===== src/hdl/sw_pkg.sv =====
package sw_pkg;

    localparam int LAP_DEPTH          = 20;
    localparam int TICKS_PER_SECOND   = 100;
    localparam int SECONDS_PER_MINUTE = 60;
    localparam int MAX_MINUTES        = 99;

    localparam int KIND_W    = 3;
    localparam int MIN_W     = 7;
    localparam int SEC_W     = 6;
    localparam int CEN_W     = 7;
    localparam int LAP_IDX_W = 5;
    localparam int LAP_CNT_W = 5;
    localparam int LAP_PTR_W = (LAP_DEPTH > 1) ? $clog2(LAP_DEPTH) : 1;

    typedef enum logic [KIND_W-1:0] {
        KIND_TICK   = 3'd0,
        KIND_TOGGLE = 3'd1,
        KIND_KEY    = 3'd2,
        KIND_RESET  = 3'd3,
        KIND_READ   = 3'd4
    } kind_t;

    // decoded request, one flag per action
    typedef struct packed {
        logic tick;
        logic toggle;
        logic key;
        logic space;
        logic reset_req;
        logic confirmed;
        logic read;
    } cmd_t;

    typedef struct packed {
        logic [MIN_W-1:0] minutes;
        logic [SEC_W-1:0] seconds;
        logic [CEN_W-1:0] centis;
    } time_t;

    typedef struct packed {
        time_t                now;
        logic                 running;
        logic [LAP_CNT_W-1:0] lap_count;
        logic                 lap_valid;
        logic [LAP_CNT_W-1:0] lap_number;
        time_t                lap;
        logic                 reset_refused;
    } res_t;

endpackage


===== src/hdl/sw_timer.sv =====
module sw_timer (
    input  logic          clk,
    input  logic          rst_n,
    input  logic          accept,
    input  sw_pkg::cmd_t  cmd,
    output logic          run_reg,
    output logic          run_next,
    output sw_pkg::time_t time_reg,
    output sw_pkg::time_t time_next,
    output logic          clear
);

    localparam logic [sw_pkg::CEN_W-1:0] CEN_LAST = sw_pkg::CEN_W'(sw_pkg::TICKS_PER_SECOND - 1);
    localparam logic [sw_pkg::SEC_W-1:0] SEC_LAST =
        sw_pkg::SEC_W'(sw_pkg::SECONDS_PER_MINUTE - 1);
    localparam logic [sw_pkg::MIN_W-1:0] MIN_TOP = sw_pkg::MIN_W'(sw_pkg::MAX_MINUTES);

    sw_pkg::time_t adv;

    assign clear = cmd.reset_req && !run_reg && cmd.confirmed;

    // cascade: hundredths, then seconds, minutes hold at the top
    always_comb
    begin
        adv = time_reg;
        if (time_reg.centis >= CEN_LAST)
        begin
            adv.centis = '0;
            if (time_reg.seconds >= SEC_LAST)
            begin
                adv.seconds = '0;
                if (time_reg.minutes < MIN_TOP)
                    adv.minutes = time_reg.minutes + 1'b1;
                else
                    adv.minutes = MIN_TOP;
            end
            else
            begin
                adv.seconds = time_reg.seconds + 1'b1;
            end
        end
        else
        begin
            adv.centis = time_reg.centis + 1'b1;
        end
    end

    always_comb
    begin
        time_next = time_reg;
        run_next  = run_reg;
        if (accept)
        begin
            if (cmd.tick && run_reg)
                time_next = adv;
            if (cmd.toggle)
                run_next = !run_reg;
            if (clear)
                time_next = '0;
        end
    end

    always_ff @(posedge clk or negedge rst_n)
    begin
        if (!rst_n)
        begin
            run_reg  <= 1'b0;
            time_reg <= '0;
        end
        else
        begin
            run_reg  <= run_next;
            time_reg <= time_next;
        end
    end

endmodule


===== src/hdl/sw_laps.sv =====
module sw_laps (
    input  logic                         clk,
    input  logic                         rst_n,
    input  logic                         accept,
    input  sw_pkg::cmd_t                 cmd,
    input  logic                         run,
    input  logic                         clear,
    input  sw_pkg::time_t                now,
    input  logic [sw_pkg::LAP_IDX_W-1:0] idx,
    output logic [sw_pkg::LAP_CNT_W-1:0] count_reg,
    output logic [sw_pkg::LAP_CNT_W-1:0] count_next,
    output logic                         rd_valid,
    output logic [sw_pkg::LAP_CNT_W-1:0] rd_number,
    output sw_pkg::time_t                rd_lap
);

    localparam logic [sw_pkg::LAP_CNT_W-1:0] DEPTH = sw_pkg::LAP_CNT_W'(sw_pkg::LAP_DEPTH);

    sw_pkg::time_t                    store_mem [sw_pkg::LAP_DEPTH];
    logic [sw_pkg::LAP_CNT_W-1:0]     base;
    logic                             wr_en;

    // a full store empties on any key press while running
    assign base  = (count_reg >= DEPTH) ? '0 : count_reg;
    assign wr_en = accept && cmd.key && run && cmd.space;

    always_comb
    begin
        count_next = count_reg;
        if (accept)
        begin
            if (cmd.key && run)
                count_next = cmd.space ? base + 1'b1 : base;
            if (clear)
                count_next = '0;
        end
    end

    always_ff @(posedge clk or negedge rst_n)
    begin
        if (!rst_n)
            count_reg <= '0;
        else
            count_reg <= count_next;
    end

    always_ff @(posedge clk)
    begin
        if (wr_en)
            store_mem[base[sw_pkg::LAP_PTR_W-1:0]] <= now;
    end

    assign rd_valid  = cmd.read && (sw_pkg::LAP_CNT_W'(idx) < count_reg)
                       && (sw_pkg::LAP_CNT_W'(idx) < DEPTH);
    assign rd_number = rd_valid ? sw_pkg::LAP_CNT_W'(idx) + 1'b1 : '0;
    assign rd_lap    = rd_valid ? store_mem[idx[sw_pkg::LAP_PTR_W-1:0]] : '0;

endmodule


===== src/hdl/sw_outbuf.sv =====
module sw_outbuf (
    input  logic         clk,
    input  logic         rst_n,
    input  logic         in_valid,
    input  sw_pkg::res_t in_data,
    output logic         full,
    output logic         out_valid,
    output sw_pkg::res_t out_data,
    input  logic         out_stall
);

    logic         main_valid_reg, main_valid_next;
    logic         skid_valid_reg, skid_valid_next;
    sw_pkg::res_t main_reg;
    sw_pkg::res_t skid_reg;
    logic         accept;
    logic         take;
    logic         load_main;
    logic         load_skid;
    logic         move_skid;

    assign full   = skid_valid_reg;
    assign accept = in_valid && !skid_valid_reg;
    assign take   = main_valid_reg && !out_stall;

    always_comb
    begin
        main_valid_next = main_valid_reg;
        skid_valid_next = skid_valid_reg;
        load_main       = 1'b0;
        load_skid       = 1'b0;
        move_skid       = 1'b0;
        priority if (skid_valid_reg)
        begin
            if (take)
            begin
                move_skid       = 1'b1;
                skid_valid_next = 1'b0;
            end
        end
        else if (accept)
        begin
            if (!main_valid_reg || take)
            begin
                load_main       = 1'b1;
                main_valid_next = 1'b1;
            end
            else
            begin
                // main is held by the stall: park the request
                load_skid       = 1'b1;
                skid_valid_next = 1'b1;
            end
        end
        else if (take)
        begin
            main_valid_next = 1'b0;
        end
    end

    always_ff @(posedge clk or negedge rst_n)
    begin
        if (!rst_n)
        begin
            main_valid_reg <= 1'b0;
            skid_valid_reg <= 1'b0;
        end
        else
        begin
            main_valid_reg <= main_valid_next;
            skid_valid_reg <= skid_valid_next;
        end
    end

    always_ff @(posedge clk)
    begin
        if (move_skid)
            main_reg <= skid_reg;
        else if (load_main)
            main_reg <= in_data;
        if (load_skid)
            skid_reg <= in_data;
    end

    assign out_valid = main_valid_reg;
    assign out_data  = main_reg;

endmodule


===== src/hdl/stopwatch_with_lap_memory.sv =====
// Channel  Direction  Handshake            Payload
// input    in         in_valid / in_stall  kind, is_space, confirmed, lap_index
// output   out        out_valid/ out_stall minutes .. reset_refused (11 fields)
//
// One request a cycle while in_stall is low; its result is registered into the output buffer on acceptance.
// State (time, run flag, lap count, lap store) updates at the accepting edge.
// A two-entry output buffer (result register plus skid register) sets the rate:
// in_stall rises only once both hold results, after a request is accepted while out_stall holds one.
// rst_n clears time, run flag, lap count and both buffer valids; lap entries are not cleared.
module stopwatch_with_lap_memory (
    input  logic                         clk,
    input  logic                         rst_n,
    input  logic                         in_valid,
    output logic                         in_stall,
    input  logic [sw_pkg::KIND_W-1:0]    kind,
    input  logic                         is_space,
    input  logic                         confirmed,
    input  logic [sw_pkg::LAP_IDX_W-1:0] lap_index,
    output logic                         out_valid,
    input  logic                         out_stall,
    output logic [sw_pkg::MIN_W-1:0]     minutes,
    output logic [sw_pkg::SEC_W-1:0]     seconds,
    output logic [sw_pkg::CEN_W-1:0]     centis,
    output logic                         running,
    output logic [sw_pkg::LAP_CNT_W-1:0] lap_count,
    output logic                         lap_valid,
    output logic [sw_pkg::LAP_CNT_W-1:0] lap_number,
    output logic [sw_pkg::MIN_W-1:0]     lap_minutes,
    output logic [sw_pkg::SEC_W-1:0]     lap_seconds,
    output logic [sw_pkg::CEN_W-1:0]     lap_centis,
    output logic                         reset_refused
);

    sw_pkg::cmd_t                 cmd;
    logic                         accept;
    logic                         buf_full;
    logic                         run_reg;
    logic                         run_next;
    logic                         clear;
    sw_pkg::time_t                time_reg;
    sw_pkg::time_t                time_next;
    logic [sw_pkg::LAP_CNT_W-1:0] count_reg;
    logic [sw_pkg::LAP_CNT_W-1:0] count_next;
    logic                         rd_valid;
    logic [sw_pkg::LAP_CNT_W-1:0] rd_number;
    sw_pkg::time_t                rd_lap;
    sw_pkg::res_t                 res;
    sw_pkg::res_t                 out_data;

    assign in_stall = buf_full;
    assign accept   = in_valid && !buf_full;

    always_comb
    begin
        cmd           = '0;
        cmd.space     = is_space;
        cmd.confirmed = confirmed;
        unique case (sw_pkg::kind_t'(kind))
            sw_pkg::KIND_TICK:   cmd.tick      = 1'b1;
            sw_pkg::KIND_TOGGLE: cmd.toggle    = 1'b1;
            sw_pkg::KIND_KEY:    cmd.key       = 1'b1;
            sw_pkg::KIND_RESET:  cmd.reset_req = 1'b1;
            sw_pkg::KIND_READ:   cmd.read      = 1'b1;
            default:             cmd.tick      = 1'b0;
        endcase
    end

    sw_timer u_timer (
        .clk       (clk),
        .rst_n     (rst_n),
        .accept    (accept),
        .cmd       (cmd),
        .run_reg   (run_reg),
        .run_next  (run_next),
        .time_reg  (time_reg),
        .time_next (time_next),
        .clear     (clear)
    );

    sw_laps u_laps (
        .clk        (clk),
        .rst_n      (rst_n),
        .accept     (accept),
        .cmd        (cmd),
        .run        (run_reg),
        .clear      (clear),
        .now        (time_reg),
        .idx        (lap_index),
        .count_reg  (count_reg),
        .count_next (count_next),
        .rd_valid   (rd_valid),
        .rd_number  (rd_number),
        .rd_lap     (rd_lap)
    );

    always_comb
    begin
        res               = '0;
        res.now           = time_next;
        res.running       = run_next;
        res.lap_count     = count_next;
        res.lap_valid     = rd_valid;
        res.lap_number    = rd_number;
        res.lap           = rd_lap;
        res.reset_refused = cmd.reset_req && run_reg;
    end

    sw_outbuf u_outbuf (
        .clk       (clk),
        .rst_n     (rst_n),
        .in_valid  (accept),
        .in_data   (res),
        .full      (buf_full),
        .out_valid (out_valid),
        .out_data  (out_data),
        .out_stall (out_stall)
    );

    assign minutes       = out_data.now.minutes;
    assign seconds       = out_data.now.seconds;
    assign centis        = out_data.now.centis;
    assign running       = out_data.running;
    assign lap_count     = out_data.lap_count;
    assign lap_valid     = out_data.lap_valid;
    assign lap_number    = out_data.lap_number;
    assign lap_minutes   = out_data.lap.minutes;
    assign lap_seconds   = out_data.lap.seconds;
    assign lap_centis    = out_data.lap.centis;
    assign reset_refused = out_data.reset_refused;

    a_skid_implies_main: assert property (@(posedge clk) disable iff (!rst_n)
        buf_full |-> out_valid)
        else $error("skid register holds a result while the output is empty");

    a_lap_count_bound: assert property (@(posedge clk) disable iff (!rst_n)
        count_reg <= sw_pkg::LAP_CNT_W'(sw_pkg::LAP_DEPTH))
        else $error("lap count beyond store depth");

    a_time_range: assert property (@(posedge clk) disable iff (!rst_n)
        (time_reg.centis < sw_pkg::CEN_W'(sw_pkg::TICKS_PER_SECOND))
        && (time_reg.seconds < sw_pkg::SEC_W'(sw_pkg::SECONDS_PER_MINUTE))
        && (time_reg.minutes <= sw_pkg::MIN_W'(sw_pkg::MAX_MINUTES)))
        else $error("time counter out of range");

    a_frozen_when_stopped: assert property (@(posedge clk) disable iff (!rst_n)
        (!run_reg && !clear) |=> $stable(time_reg))
        else $error("time changed while stopped");

endmodule

===== config.mk =====
export PLATFORM = sky130hd
export DESIGN_NAME = stopwatch_with_lap_memory
export DESIGN_NICKNAME = d
export VERILOG_FILES = /design/src/hdl/sw_pkg.sv /design/src/hdl/sw_timer.sv /design/src/hdl/sw_laps.sv /design/src/hdl/sw_outbuf.sv /design/src/hdl/stopwatch_with_lap_memory.sv
export SDC_FILE = /design/constraint.sdc
export NUM_CORES = 1
export LEC_CHECK = 0
export BUFFER_PORTS_ARGS = -buffer_cell sky130_fd_sc_hd__buf_4
export CORE_UTILIZATION = 50
export CTS_BUF_LIST = sky130_fd_sc_hd__clkbuf_4
export DETAILED_ROUTE_END_ITERATION = 16
export PLACE_DENSITY_LB_ADDON = 0.25
export SLEW_MARGIN = 0
export SYNTH_ARGS = -nofsm -noshare
export SYNTH_HDL_FRONTEND = slang
export SYNTH_SLANG_ARGS = --single-unit

===== constraint.sdc =====
create_clock -name clk -period 9.9 [get_ports clk]
set_input_delay 0.495 -clock clk [delete_from_list [all_inputs] [get_ports clk]]
set_output_delay 0.495 -clock clk [all_outputs]
set_load 0.005 [all_outputs]

* Word level (Yosys, flattened, before mapping)
Memories as Yosys holds them, arrays and structs flattened.
Index checks and enable logic that the tools add are counted.
** Word-level totals
- Bits in registers :: 134
- Latch bits :: 0
- Bits in writable memories :: 400
- Bits in read-only memories :: 0
- Bits of input ports :: 14
- Output and inout bits :: 55
- Logic and storage cells :: 108
- Memories :: 1
** Cells by class
- Add/subtract/negate cells :: 5
- Multipliers :: 0
- Divide/modulo/power cells :: 0
- Order comparisons :: 6
- Eq/ne operators :: 5
- Shift operators :: 0
- Mux-type cells :: 39
- Bitwise operators :: 1
- Reduce and logical (&&, ||, !) cells :: 22
** Memories
- u_laps.store_mem :: words 20, width 20, rd ports 1, clocked after memory_dff 0, write ports 1, line sw_laps.sv:19 : sw_pkg::time_t store_mem [sw_pkg::LAP_DEPTH];
** Operators by type and width (number)
- two-way mux 53 bit :: 2
- two-way mux 20 bit :: 4
- two-way mux 5 bit :: 6
- two-way mux 1 bit :: 22
- two-way mux 7 bit :: 3
- adder 7 x 1 -> 7 bit, second input constant :: 2
- logical AND 1 bit :: 13
- two-way mux 13 bit :: 1
- adder 5 x 1 -> 5 bit, second input constant :: 2
- >= comparator 7 bit, second input constant :: 1
- < comparator 7 bit, second input constant :: 1
- adder 6 x 1 -> 6 bit, second input constant :: 1
- equality test 3 x 2 -> 1 bit, second input constant :: 2
- >= comparator 6 bit, second input constant :: 1
- two-way mux 6 bit :: 1
- >= comparator 5 bit, second input constant :: 1
- < comparator 5 bit :: 1
- < comparator 5 bit, second input constant :: 1
- logical NOT 1 bit :: 4
- nonzero test 2 bit :: 2
- equality test 3 x 1 -> 1 bit, second input constant :: 1
- equality test 3 bit, second input constant :: 1
- logical NOT 3 bit :: 1
- AND reduction 3 bit :: 1
- other kinds (3) :: 3

* Logic depth before layout (Yosys ltp)
Gate-level depths: netlist of run 1.
- Word-level depth :: 9
- Gate-level depth with buffers :: 9
- Gate-level depth less buffers :: 8

* Hierarchy
Synthesis of run 1 repeated with hierarchy kept, for this count alone.
** Second synthesis, totals
- Cells, all modules :: 1145
- Area, all modules :: 21405.5 µm²
** By module, submodules not included
- sw_laps :: times used 1, cells each 832, area an instance 16106.7 µm², seq. area each 12136.6 µm²
- sw_outbuf :: times used 1, cells each 177, area an instance 3981.3 µm², seq. area each 3233.1 µm²
- sw_timer :: times used 1, cells each 129, area an instance 1263.7 µm², seq. area each 525.5 µm²
- stopwatch_with_lap_memory :: times used 1, cells each 7, area an instance 53.8 µm², seq. area each 0.0 µm²

* Least setup slack after synthesis of run 1
Ideal clock, no wire load.
- Path type :: register to register
- From :: reg u_outbuf.skid_valid_reg, in the netlist u_outbuf.full
- To :: reg u_outbuf.main_reg, in the netlist u_outbuf.out_data[0], enable pin
- Setup time :: 487 ps
- Arrival time :: 3632 ps
- Required time :: 9413 ps
- Path slack :: 5781 ps
- Cell stages (with the launch flop) :: 5
- Buffers on the path :: 2
- Clock period less this slack :: 4119 ps
- Cell sequence :: dfrtp_1 nand2b_1 clkbuf_1 clkbuf_1 a22oi_1
** Between the ends
- Cells in the longest elaborated chain, start to end :: 6
- Elaborated cells between the ends (all ways) :: 7
- Those cells by class :: 3 x mux; 4 x reduce/logical
** Ends and longest elaborated chain
- start, declared :: line sw_outbuf.sv:13 : logic skid_valid_reg, skid_valid_next;
- start signal, assigned :: line sw_outbuf.sv:71 : skid_valid_reg <= skid_valid_next;
- logical NOT 1 bit :: line sw_outbuf.sv:23, stopwatch_with_lap_memory.sv:51
- logical AND 1 bit :: line stopwatch_with_lap_memory.sv:51 : assign accept = in_valid && !buf_full;
- logical AND 1 bit :: line sw_outbuf.sv:23 : assign accept = in_valid && !skid_valid_reg;
- two-way mux 1 bit :: line sw_outbuf.sv:41 : else if (accept)
- two-way mux 1 bit :: line sw_outbuf.sv:33 : priority if (skid_valid_reg)
- nonzero test 2 bit (no line) (*)
- end signal, assigned :: line sw_outbuf.sv:78 : main_reg <= skid_reg;
- end signal, assigned :: line sw_outbuf.sv:80 : main_reg <= in_data;
- end, declared :: line sw_outbuf.sv:14 : sw_pkg::res_t main_reg;
Mark *: on every way between the ends. The rest lies on a longest branch, timed or not.
A chain may end at the register's enable or synchronous reset.

* Worst setup path in the final report of run 1
- From :: reg u_timer.time_reg[7] (netlist name)
- To :: reg u_outbuf.main_reg, in the netlist u_outbuf.out_data[49] (data pin)
** Between the ends
- Cells in the longest elaborated chain, start to end :: 8
** Ends and longest elaborated chain
- >= comparator 6 bit :: line sw_timer.sv:29 : if (time_reg.seconds >= SEC_LAST)
- two-way mux 7 bit :: line sw_timer.sv:29
- two-way mux 13 bit :: line sw_timer.sv:26 : if (time_reg.centis >= CEN_LAST)
- two-way mux 20 bit :: line sw_timer.sv:54 : if (cmd.tick && run_reg)
- two-way mux 20 bit :: line sw_timer.sv:58 : if (clear)
- two-way mux 20 bit :: line sw_timer.sv:52 : if (accept)
- two-way mux 53 bit :: line sw_outbuf.sv:79 : else if (load_main)
- two-way mux 53 bit :: line sw_outbuf.sv:77 : if (move_skid)
No other way between the ends. The select of a mux whose other input is x is not followed.

==> impl_metrics.csv, run 1 <==
group,metric,value,unit
timing,setup_ws,6.32,ns
floorplan,ios,69,
worst_hold_path,hold_path.class,"in2reg",
yosys,ys_warn_count,0,
run,maxCapViolCount,0,
yosys,yosys.area.top_type,"edfxtp_1",
clock_network,insertion_delay,0.84,ns
yosys,synth.net_count,1378,
placement,io_buffers,68,
setup_path,required,10.41,ns
timing,maxSlewHeadroom,21.1,%
power_and_ir_drop,ir_drop,306,µV
route,drtIter0Drc,899,
global_route,grt_pass1_vias,13200,
layout,syn2layout_area_growth,14.0,%
timing,skew,0.0501,ns
floorplan,die_w,211,µm
setup_path,end_kind,"flip-flop",
clock_network,cts-root-buf,"clkbuf_4",
clock_network,cts.sinks,534,
yosys,synth_common_cells,"edfxtp_1 (506), o21ai_0 (135), nand2_1 (123)",
floorplan,std_cell_rows,76,
placement,post-place-ws,6.34,ns
global_route,grt_antenna_before_repair,1,
timing,hold_viol,0,
layout,final_layout_size_suffix_gt1_share,30.0,%
timing,fin_tns_setup,0,ns
placement,place_area,23100,µm²
setup_path,critPathArrivalTime,4.09,ns
floorplan,start_util,50.6,%
setup_path,r2r_slack,6.32,ns
timing,fmax,280,MHz
route,drtPass1Iterations,5,
clock_network,htreeDepth,4,
timing,drv_slew,0,
route,ant_nets,0,
yosys,synth_area_leaders,"edfxtp_1 (70%), mux2_2 (5.2%), mux4_2 (4.1%)",
layout,layout.nets,1552,
layout,finish.utilization,57.7,%
layout,largest_reg_flops,400,
yosys,synthCells,1352,
power_and_ir_drop,power_density,209,nW/µm²
setup_path,reg2regPathDepth,6,
global_route,grt_pass1_wl,77000,µm
route,drc,0,
floorplan,die_h,211,µm
setup_path,cp-start-kind,"flip-flop",
clock_network,clk_path_buf_depth,3,
setup_path,crit_type,"reg2reg",
setup_path,cp_max_fo,23,
yosys,yosysUniqueCellTypes,64,
yosys,synth-edff-count,506,
layout,final_area,24800,µm²
yosys,synth_area,21800,µm²
timing,finalSetupViolations,0,
route,wire_per_inst,23.2,µm
power_and_ir_drop,p_leak,8.67,nW
route,routed-via-count,12800,
timing,tightest_slew,1.18,ns
route,viasPerCell,5.81,
status,outcome,"finished, final reports clean",
timing,fin_hold_ws,0.0753,ns
timing,rsz0062_at_grt,"no",
clock_network,path_clk_slew,0.08,ns
yosys,synth_top_area_share,69.7,%
setup_path,slowest_delay,1.00,ns
placement,gp_congestion,0.892,
clock_network,cts_tree,"yes",
placement,dpl.hpwl,30800,µm
clock_network,cts_inserted_buffers,135,
timing,fin_crit_sh,36.1,%
floorplan,die-area,44400,µm²
yosys,synth.yosys.seq_area_share,72.9,%
yosys,synthFlopType,"edfxtp_1",
setup_path,critPathLaunch,"u_timer.time_reg[7]",
setup_path,crit_end,"u_outbuf.out_data[49]",
floorplan,coreArea,43100,µm²
setup_path,slowest_stage,"dfrtp_1",
setup_path,worst-path-buf-inv,0,
setup_path,r2r-end,"u_outbuf.out_data[49]",
route,routed_wl,51200,µm
yosys,synth.avg_cell_area,16.1,µm²
setup_path,path_delay_family,"compound AO/OA/AOI/OAI gates",
setup_path,cp_cell_sequence,"ha_1, o2111ai_1, a2111oi_2, nand2_1, a31oi_1, o221ai_1",
setup_path,r2r_start,"u_timer.time_reg[7]",
setup_path,cp.depth,6,
yosys,synth_most_common_cell,"edfxtp_1",
global_route,gr-total-overflow,0,
global_route,grt_max_degree,75,
timing,min_period,3.58,ns
yosys,yosys_register_bits,534,
yosys,async_reset_ff_share,5.24,%
global_route,grt_usage,23.7,%
-- area by class of cell --
| type | count | area [µm²] |
|---|---|---|
| Fill cell | 3381 | 18200 |
| Antenna cell | 4 | 10.0 |
| Inverter | 11 | 41.3 |
| Tap cell | 585 | 732 |
| Multi-Input combinational cell | 738 | 5640 |
| Clock inverter | 31 | 228 |
| Clock buffer | 197 | 1480 |
| Sequential cell | 534 | 15900 |
| Timing Repair Buffer | 106 | 810 |
-- logic make-up after synthesis --
kind of cell | after synthesis | share of synthesized area [%]
adders and majority gates | 13 | 0.735
and+or+nand+nor | 277 | 5.91
xor gates and xnor gates | 6 | 0.241
muxes | 182 | 11.2
DFF | 534 | 72.9
buffers and inverters | 80 | 1.47
AOI/OAI and AO/OA | 260 | 7.46
-- worst min-delay path, cell delays in order --
cell and delay (ns):
buf_4 0.14, nor2_1 0.05, nand3_1 0.09, xnor2_1 0.10
-- per-stage QoR --
stage	power, mW	std cells
2_1_floorplan	3.07	1352
3_3_place_gp	3.38	1970
3_5_place_dp	3.38	1970
4_1_cts	5.24	2202
5_1_grt	5.40	2204
6_report	5.19	2206
-- layer usage --
| layer | vias to the layer above | part of all wire [%] | GRT usage (%) |
|---|---|---|---|
| li1 | 5765 | - | - |
| met1 | 6449 | 41 | 30.1 |
| met2 | 505 | 51 | 40.2 |
| met3 | 98 | 6.0 | 4.53 |
| met4 | 0 | 2.5 | 9.82 |
| met5 | - | 0 | 0 |
-- cell usage in the layout (no fill, tap or decap), types with 12 or more instances in the layout --
cell type / n
buf_4: 101
a22o_1: 23
mux2_2: 100
nand2_1: 123
ha_1: 12
mux4_2: 40
nand3_1: 19
mux2i_1: 42
o22ai_1: 24
clkinv_1: 18
o31ai_1: 26
clkbuf_4: 197
nor2_2: 20
o21ai_0: 135
dfrtp_1: 28
nor2_1: 43
edfxtp_1: 506
nand4_1: 23
-- worst min path at each step --
stage / start / end / slack [ns] / cells after the start
global placement: rst_n / u_timer.time_reg[17] / 0.45 / 1
global route: is_space / u_laps.count_reg[1] / 0.05 / 3
CTS: kind[2] / u_timer.run_reg / 0.0002 / 4
floorplan: rst_n / u_laps.count_reg[0] / 0.20 / 0
finish: kind[2] / u_timer.run_reg / 0.08 / 4
detailed placement: rst_n / u_timer.time_reg[17] / 0.45 / 1
-- report_power, final --
group          total [mW]  switching, mW  internal, mW
registers            2.77          0.120          2.65
logic               0.570          0.335         0.235
clock network        1.85          0.835          1.01
-- timing repair --
item	in CTS	in global routing
hold buffers	4	0
endpoints found under the hold margin	31	0
setup buffers	0	0
resized for setup	0	0
No activity file was read; power rests on OpenSTA's default activity.
==> run 2: changes to the inputs <==
==> constraint.sdc (replaced) <==
create_clock -name clk -period 3.1 [get_ports clk]
set_input_delay 0.155 -clock clk [delete_from_list [all_inputs] [get_ports clk]]
set_output_delay 0.155 -clock clk [all_outputs]
set_load 0.005 [all_outputs]
==> run 2 against run 1 <==
  * Cell area increased by 2.1%
  * Via count up 1.8%
  * Sequential power rose to 3.1 times the previous value
  * Clock skew shrank 0.018 ns
  * Critical path type is now in2reg
  * Clock power grew to 3.3 times the previous value
  * Critical path depth rose by 3
  * Flip-flop and latch count unchanged
  * Final cell count grew 2.2%
  * Sequential share of layout area down 1.3 points
  * Count of clock-buffer cells in the layout rose by 9
  * Global-route usage fell by 0.35 points
  * Hold slack lost 0.00089 ns
==> impl_metrics.csv, run 2 (synthesis gave the netlist of run 1 again) <==
group,metric,value,unit
timing,hold_viol,0,
status,outcome,"finished, final reports clean",
worst_hold_path,hold_path.class,"in2reg",
power_and_ir_drop,power_frac_seq,51.6,%
timing,rsz0062_at_grt,"no",
layout,fin_cells,2255,
floorplan,std_cell_rows,76,
global_route,gr-total-overflow,0,
layout,layout_commonest_cell,"edfxtp_1",
route,drc,0,
timing,drv_slew,0,
clock_network,cts_inserted_buffers,138,
clock_network,cts-root-buf,"clkbuf_4",
clock_network,postCtsSetupRepairBufs,0,
route,drtPass1Iterations,5,
floorplan,die-area,44400,µm²
placement,dpl.hpwl,30700,µm
placement,io_buffers,68,
power_and_ir_drop,power_density,667,nW/µm²
setup_path,cp_max_fo,22,
power_and_ir_drop,p_comb_share,12.0,%
timing,fin_crit_sh,82.6,%
layout,syn2layout_area_growth,16.4,%
run,maxCapViolCount,0,
setup_path,required,3.66,ns
layout,final_layout_size_suffix_gt1_share,31.9,%
power_and_ir_drop,p_int,12.7,mW
placement,placed_cells,2006,
floorplan,die_w,211,µm
setup_path,crit_type,"in2reg",
clock_network,insertion_delay,0.83,ns
route,viasPerCell,5.79,
global_route,grt_usage,23.4,%
layout,finish.utilization,58.9,%
clock_network,cts.sinks,534,
route,routed-via-count,13000,
route,routed_wl,50700,µm
timing,fin_tns_setup,0,ns
timing,min_period,2.56,ns
floorplan,coreArea,43100,µm²
timing,maxSlewHeadroom,40.6,%
timing,tightest_slew,0.891,ns
power_and_ir_drop,ir_drop,515,µV
placement,post-place-ws,0.624,ns
layout,layout_common_cells,"edfxtp_1 (506), clkbuf_4 (206), o21ai_0 (135), buf_4 (133), nand2_1 (123)",
layout,layout.nets,1604,
setup_path,end_kind,"flip-flop",
timing,fin_hold_ws,0.0744,ns
global_route,grt_pass1_vias,13500,
floorplan,die_h,211,µm
timing,finalSetupViolations,0,
power_and_ir_drop,power.share.clock,36.4,%
global_route,grt_pass1_wl,77100,µm
placement,gp_congestion,0.817,
route,wire_per_inst,22.5,µm
layout,largest_reg_flops,400,
setup_path,cp-start-kind,"primary input",
timing,fmax,391,MHz
timing,skew,0.0322,ns
clock_network,clk_path_buf_depth,3,
power_and_ir_drop,p_sw,4.18,mW
floorplan,ios,69,
power_and_ir_drop,swShare,24.7,%
global_route,grt_max_degree,54,
clock_network,ctsHoldBuffers,17,
clock_network,cts_resized,0,
global_route,grt_antenna_before_repair,1,
clock_network,path_clk_slew,0.06,ns
setup_path,critPathArrivalTime,3.12,ns
route,drtIter0Drc,1051,
clock_network,htreeDepth,4,
route,ant_nets,0,
timing,setup_ws,0.540,ns
clock_network,cts_tree,"yes",
power_and_ir_drop,p_leak,8.92,nW
floorplan,start_util,50.6,%
-- run 2: changes by cell type in the layout (fill, tap and decap cells not counted) --
cell	delta
clkinv_2	-3
bufinv_16	+1
clkinvlp_4	+4
nor2_4	-1
diode_2	-3
clkinv_1	-8
nor2_1	+1
buf_12	+5
clkbuf_4	+9
buf_4	+32
dlygate4sd3_1	+12
-- run 2: stage by stage --
stage / cell area (µm²) / power (mW)
final: 25400 / 16.9
after global routing: 25400 / 17.6
after CTS: 25400 / 17.1
after detailed placement: 23400 / 10.8
after global placement: 23400 / 10.8
after floorplan: 21800 / 9.79
-- run 2: final timing paths --
check	from	to	slack (ns)	cells past startpoint
min in group asynchronous	rst_n	u_timer.time_reg[6]	0.41	4
hold / removal	lap_index[1]	u_outbuf.skid_reg[22]	0.07	3
hold reg to reg	u_outbuf.skid_reg[11]	u_outbuf.out_data[11]	0.53	2
setup / recovery	lap_index[0]	u_outbuf.skid_reg[24]	0.54	9
max in group asynchronous	rst_n	u_timer.time_reg[15]	2.52	4
setup reg to reg	u_outbuf.full	u_laps.store_mem[11][9]	0.62	5
-- run 2: power by group through the flow --
stage          logic [mW]  registers, mW  clock network (mW)
2_1_floorplan       0.940           8.85                   0
3_3_place_gp         1.97           8.85                   0
3_5_place_dp         1.99           8.85                   0
4_1_cts              2.04           8.72                6.32
5_1_grt              2.20           8.75                6.69
6_report             2.03           8.72                6.16
-- run 2: critical path: stages --
cell	delay, ns
dlygate4sd3_1	0.52
buf_4	0.41
and2_1	0.21
buf_4	0.30
nand2_1	0.16
xor2_1	0.19
dlygate4sd3_1	0.58
nor2_1	0.04
dlygate4sd3_1	0.54
-- run 2: final cells by class --
class                           instances  area (µm²)
Antenna cell                            1        2.50
Tap cell                              585         732
Multi-Input combinational cell        738        5630
Inverter                               11        41.3
Clock buffer                          206        1550
Fill cell                            3317       17700
Sequential cell                       534       15900
Timing Repair Buffer                  155        1270
Clock inverter                         25         243
-- run 2: routing by layer --
metal / track usage (%) / wire length, µm / up-vias
li1: - / - / 5861
met3: 4.88 / 3180 / 72
met2: 38.0 / 25100 / 499
met5: 0 / 0 / -
met1: 31.4 / 21600 / 6617
met4: 8.25 / 878 / 0
